**config.mk**
```make
export PLATFORM = sky130hd
export DESIGN_NAME = rotary_encoder_step_decoder_core
export DESIGN_NICKNAME = d
export VERILOG_FILES = /design/src/rtl/rotenc_pkg.sv /design/src/rtl/rotenc_decode.sv /design/src/rtl/rotary_encoder_step_decoder_core.sv
export SDC_FILE = /design/constraint.sdc
export NUM_CORES = 1
export LEC_CHECK = 0
export BUFFER_PORTS_ARGS = -buffer_cell sky130_fd_sc_hd__buf_2
export CELL_PAD_IN_SITES_DETAIL_PLACEMENT = 0
export CELL_PAD_IN_SITES_GLOBAL_PLACEMENT = 1
export CORE_ASPECT_RATIO = 1.4
export CORE_MARGIN = 1.5
export CORE_UTILIZATION = 49
export CTS_BUF_LIST = sky130_fd_sc_hd__clkbuf_16
export CTS_CLUSTER_DIAMETER = 50
export DETAILED_ROUTE_END_ITERATION = 8
export PLACE_DENSITY_LB_ADDON = 0.1
export SLEW_MARGIN = 20
export SYNTH_ARGS = -nofsm -noshare
export SYNTH_HDL_FRONTEND = slang
export SYNTH_SLANG_ARGS = --single-unit
```
**constraint.sdc**
```tcl
create_clock -name clk -period 7.1 [get_ports clk]
set_clock_uncertainty 0.2 [all_clocks]
set_input_delay 0 -clock clk [delete_from_list [all_inputs] [get_ports clk]]
set_output_delay 0 -clock clk [all_outputs]
set_load 0.01 [all_outputs]
```
**src/rtl/rotenc_pkg.sv**
```systemverilog
// ----------------------------------------------------------------------------
// Rotary encoder step decoder package
// Field widths, reset values, step codes and the decode result struct.
// ----------------------------------------------------------------------------
package rotenc_pkg;

  localparam int unsigned LevelsW   = 2;
  localparam int unsigned TimeW     = 32;
  localparam int unsigned DebounceW = 8;
  localparam int unsigned StepW     = 2;

  // Bit positions of the two lines inside a level sample
  localparam int unsigned LineABit = 0;
  localparam int unsigned LineBBit = 1;

  localparam logic [LevelsW-1:0]   LevelsReset   = 2'b11;
  localparam logic [DebounceW-1:0] DebounceReset = 8'd5;

  typedef enum logic [StepW-1:0] {
    STEP_NONE = 2'd0,
    STEP_UP   = 2'd1,
    STEP_DOWN = 2'd2
  } step_t;

  // Result of decoding one sample against the tracked state
  typedef struct packed {
    step_t step;        // emitted step after debounce
    logic  locked_nxt;  // phase lock after this sample
    logic  stamp;       // load the sample time as last step time
  } dec_t;

endpackage

```
**src/rtl/rotenc_decode.sv**
```systemverilog
// ----------------------------------------------------------------------------
// Rotary encoder sample decode
// Edge detection, phase lock and debounce check for one line sample.
// ----------------------------------------------------------------------------
module rotenc_decode
  import rotenc_pkg::*;
(
  input  logic [LevelsW-1:0]   levels,
  input  logic [LevelsW-1:0]   prev_levels,
  input  logic                 locked,
  input  logic [TimeW-1:0]     now_ms,
  input  logic [TimeW-1:0]     last_step_time,
  input  logic [DebounceW-1:0] debounce_ms,
  output dec_t                 dec
);

  logic             a_low;
  logic             b_low;
  logic             a_diff;
  logic             b_diff;
  logic             lock_held;
  step_t            raw_step;
  logic             arm;
  logic [TimeW-1:0] elapsed;
  logic             too_soon;

  assign a_low  = ~levels[LineABit];
  assign b_low  = ~levels[LineBBit];
  assign a_diff = levels[LineABit] ^ prev_levels[LineABit];
  assign b_diff = levels[LineBBit] ^ prev_levels[LineBBit];

  // Release the lock when both lines are back high
  assign lock_held = locked & (a_low | b_low);

  // Falling edges first (they arm the lock), then rising edges while unlocked
  always_comb begin
    raw_step = STEP_NONE;
    arm      = 1'b0;
    if (!lock_held && a_diff && a_low && !b_low) begin
      raw_step = STEP_UP;
      arm      = 1'b1;
    end else if (!lock_held && b_diff && b_low && !a_low) begin
      raw_step = STEP_DOWN;
      arm      = 1'b1;
    end else if (!lock_held && a_diff && !a_low && b_low) begin
      raw_step = STEP_UP;
    end else if (!lock_held && b_diff && !b_low && a_low) begin
      raw_step = STEP_DOWN;
    end
  end

  // Debounce against the last emitted step, modulo 2^32
  assign elapsed  = now_ms - last_step_time;
  assign too_soon = elapsed < {{(TimeW-DebounceW){1'b0}}, debounce_ms};

  always_comb begin
    dec.locked_nxt = lock_held | arm;
    dec.stamp      = 1'b0;
    dec.step       = STEP_NONE;
    if (raw_step != STEP_NONE && !too_soon) begin
      dec.step  = raw_step;
      dec.stamp = 1'b1;
    end
  end

endmodule

```
**src/rtl/rotary_encoder_step_decoder_core.sv**
```systemverilog
// ----------------------------------------------------------------------------
// Rotary encoder step decoder core
// Turns timestamped quadrature line samples into debounced up/down steps.
// ----------------------------------------------------------------------------
// Each accepted transaction carries one sample of lines A and B (bit0 A,
// bit1 B, 1 = high) with a millisecond timestamp, and yields exactly one
// result transaction: 0 no step, 1 up, 2 down. A transaction passes an input
// register, combinational decode and a result register; while the result
// register is free or draining a new sample is taken every cycle, one
// transaction per cycle, with line history, phase lock and last step time
// updated once per sample. A stalled result holds in the output register
// while the input register still fills. The user writes debounce_ms (reset 5)
// through cfg_wr_en/cfg_wr_data only while idle; the block does not enforce it.
module rotary_encoder_step_decoder_core
  import rotenc_pkg::*;
(
  input  logic                 clk,
  input  logic                 rst_n,
  input  logic                 in_valid,
  output logic                 in_ready,
  input  logic [LevelsW-1:0]   in_line_levels,
  input  logic [TimeW-1:0]     in_now_ms,
  output logic                 out_valid,
  input  logic                 out_ready,
  output logic [StepW-1:0]     out_step,
  input  logic                 cfg_wr_en,
  input  logic [DebounceW-1:0] cfg_wr_data
);

  logic                 in_v_r;
  logic [LevelsW-1:0]   in_levels_r;
  logic [TimeW-1:0]     in_now_r;
  logic                 out_v_r;
  step_t                out_step_r;
  logic [DebounceW-1:0] debounce_r;
  logic [LevelsW-1:0]   prev_levels_r;
  logic                 locked_r;
  logic [TimeW-1:0]     last_time_r;
  logic                 advance;
  logic                 take;
  dec_t                 dec;

  // Move the held sample on when the result register is free or draining
  assign advance  = !out_v_r || out_ready;
  assign take     = in_v_r && advance;
  assign in_ready = !in_v_r || advance;

  // Hold the debounce setting
  always_ff @(posedge clk) begin
    if (!rst_n) begin
      debounce_r <= DebounceReset;
    end else if (cfg_wr_en) begin
      debounce_r <= cfg_wr_data;
    end
  end

  // Capture the input transaction
  always_ff @(posedge clk) begin
    if (!rst_n) begin
      in_v_r <= 1'b0;
    end else if (in_ready) begin
      in_v_r <= in_valid;
    end
  end

  always_ff @(posedge clk) begin
    if (in_ready && in_valid) begin
      in_levels_r <= in_line_levels;
      in_now_r    <= in_now_ms;
    end
  end

  rotenc_decode u_decode (
    .levels         (in_levels_r),
    .prev_levels    (prev_levels_r),
    .locked         (locked_r),
    .now_ms         (in_now_r),
    .last_step_time (last_time_r),
    .debounce_ms    (debounce_r),
    .dec            (dec)
  );

  // Advance the line history, lock and last step time once per sample
  always_ff @(posedge clk) begin
    if (!rst_n) begin
      prev_levels_r <= LevelsReset;
      locked_r      <= 1'b0;
      last_time_r   <= '0;
    end else if (take) begin
      prev_levels_r <= in_levels_r;
      locked_r      <= dec.locked_nxt;
      if (dec.stamp) begin
        last_time_r <= in_now_r;
      end
    end
  end

  // Result register
  always_ff @(posedge clk) begin
    if (!rst_n) begin
      out_v_r <= 1'b0;
    end else if (advance) begin
      out_v_r <= in_v_r;
    end
  end

  always_ff @(posedge clk) begin
    if (take) begin
      out_step_r <= dec.step;
    end
  end

  assign out_valid = out_v_r;
  assign out_step  = out_step_r;

endmodule

```
==> metrics <==
first-pass GRT wire length 21.4 mm; WL final 12.5 mm; max_slew headroom 36.0%; worst flop-to-flop path startpoint in_now_r[3]$_DFFE_PP_; worst hold path startpoint rst_n; synthesis-stage register bit count 81; Layout area overhead 21.3%; nets 780; Site Rows 44; ys flop type dfxtp_1; CTS max path bufs 2; area of the mapped netlist 0.00535 mm^2; Post-DRT Antenna Nets 0; period utilization 69.0%; CTS tree done; Num CTS Buffers 9; outcome finished clean; RSZ-0062 raised after global routing false; worst-path cell with the longest stage delay or4_4; gr usage total 23.0%; I/O pin count 51; initial antenna violation count 0; DRT iter0 DRCs 275; Post-synth ARST share 0%; area of placed instances 0.00565 mm^2; post_cts resized 0; largest net degree at the start of global routing 78; combinational power share 22.4%; Clock Pin Slew Worst Setup and Hold Paths 0.06 ns; H-tree Lvls 3; CTS root buf clkbuf_16; TNS Setup 0 ns; sequential share of power 41.2%; Final Power 0.00128 W; total setup buffers inserted after CTS 0; DRC viols 0; maximum operating frequency 0.204 GHz; # diodes 0; Die W 91.3 um; Final Cell Area 0.00648 mm^2; commonest cells in the netlist 108 x nand2_1, 49 x inv_1, 45 x dfxtp_1; Top cell by count, worst path ha_1; Pleak 2.50 nW; Setup crit start in_now_r[3]$_DFFE_PP_; Final Critical Period 4.90 ns; cell taking the most area after synthesis edfxtp_1; Worst Tran Pin Value 0.961 ns; vias in the first global route 4,576; Int Pwr 0.000911 W; half-perimeter wire length after detailed placement 9.04 mm; Die Area 0.0116 mm^2; final setup fails 0; effective utilization at floorplan 50.8%; Critical Path, Cell by Cell ha_1, o211ai_1, a21oi_1, nor2_1, o21ai_0, xor2_1, ha_1, a211oi_1, o221ai_1, a2111oi_4, o2111ai_1, nor4_2, nand4_1, or4_4, nor4b_4, buf_4, mux2i_1; Top delay family on crit path compound AO/OA/AOI/OAI gates; CORE AREA 0.0105 mm^2; Max-cap violations 0; height of the die 127 um; fin. max-slew vios 0; layout cells sized above 1 11.7%; Setup crit end kind register; clock group share of total power 36.4%; Skew-Pair Late Insertion Delay 0.34 ns; crit path kind register to register; Synth top area share 20.2%; Yosys cell types 70; Synthesis Warnings 0; required time worst endpoint 7.09 ns; Worst setup SP type register; sw frac 28.6%; Post-Syn Area per Cell 8.85 um^2; fillcell total 923; Max VDD drop 0.150 mV; Switch Pwr 0.000364 W; GP Congestion 0.896; Worst Hold Class primary input to register; vias per inst 5.41; leading post-synthesis cells by cell area edfxtp_1 20%, dfxtp_1 17%, ha_1 8.9%, mux2i_1 7.9%, nand2_1 7.6%; sequential-to-total area share from yosys stat 37.1%; clk sinks 81; IO buf count 50; Worst EP arrival 4.89 ns; Buffers & Inverters on Critical Path 1; grt total ovfl 0; routed vias 4,525; top-count cell post-synth nand2_1; pwr/cell area 197 mW/mm^2; Routed WL per cell 15.0 um; number of synthesized flops with an enable pin 36; Fin. Hold Viols 0; Synth Instances 604; worst-path fanout max 32; slowest cell delay on critical path 0.55 ns; Net Count, Synth 690; drt first pass iters 4
## repair_timing
item | in CTS | in global routing
endpoints found under the setup margin | 0 | 0
hold endpoints to repair | 44 | 0
hold buffers | 54 | 0
## routing by layer
layer / global-route usage, % / up-vias / routed length, um
li1: - / 2324 / -
met1: 26.3 / 2111 / 5480
met2: 42.7 / 69 / 6510
met5: 0 / - / 0
met3: 3.42 / 21 / 263
met4: 8.64 / 0 / 270
## metrics by stage
stage	cells	hold slack, ns	util (%)	setup WS, ns
global route	837	0.105	61.7	1.79
CTS	837	0.0694	61.7	2.17
finish	837	0.0620	61.7	2.20
floorplan	604	-0.101	-	2.81
global placement	767	-0.0242	53.7	2.35
detailed placement	767	-0.0219	53.7	2.19
## flip-flops by register name, indices dropped and copies added, names as in the netlist
signal,cells
debounce_r,8
locked_r,1
prev_levels_r,2
in_v_r,1
last_time_r,32
out_valid,1
in_levels_r,2
out_step,2
in_now_r,32
## power by group through the flow
stage | Sequential (W) | Clock (W) | Combinational (W)
5_1_grt | 0.000529 | 0.000493 | 0.000320
3_3_place_gp | 0.000535 | 0 | 0.000255
2_1_floorplan | 0.000533 | 0 | 0.000198
4_1_cts | 0.000526 | 0.000473 | 0.000285
6_report | 0.000526 | 0.000465 | 0.000285
3_5_place_dp | 0.000536 | 0 | 0.000259
## path summary, 6_finish.rpt
kind / end / cells after the start / slack [ns]
setup / recovery: last_time_r[13]$_SDFFE_PN0P_ / 17 / 2.20
hold / removal: debounce_r[0]$_SDFFE_PN1P_ / 3 / 0.06
setup reg to reg: last_time_r[13]$_SDFFE_PN0P_ / 17 / 2.20
hold reg to reg: last_time_r[2]$_SDFFE_PN0P_ / 2 / 0.26
## cell usage in the layout, fill, tap and decap left out, types with 4 or more instances in the layout
cell type	n
nand2_1	108
dlygate4sd3_1	54
buf_2	50
inv_1	49
dfxtp_1	45
mux2i_1	42
ha_1	38
edfxtp_1	36
a21oi_1	34
nor2_1	34
o21ai_0	15
nand4_1	15
nor2b_1	11
xnor2_1	11
o21a_1	11
nand3_1	10
nor3_1	9
clkbuf_16	9
nand2b_1	8
a21o_1	8
o211ai_1	6
o21ai_1	6
xor2_1	5
and2_1	4
o31ai_1	4
a31oi_1	4
a211oi_1	4
## kinds of logic after synthesis
kind of cell	after synthesis	share of synthesized area, %
and+or+nand+nor	218	19.4
AOI/OAI and AO/OA	130	17.5
DFF	81	37.1
buffers and inverters	77	6.09
muxes	43	8.08
adders and majority gates	39	9.27
xor gates and xnor gates	16	2.62
## tightest hold or removal path, delay by kind of cell
kind                   cells  cell delay, ns
buffers and inverters      2            0.43
AND/OR/NAND/NOR            1            0.12
## cell type report
type                    instances  area [um^2]  area share, %
well taps                     138          173           2.66
flip-flops and latches         81         1980           30.6
clock inverters                 7         70.1           1.08
clock buffers                   9          225           3.47
inverters                      49          184           2.84
multi-input cells             446         3040           46.8
repair buffers                107          813           12.5
Power figures use the tool's default switching activity.
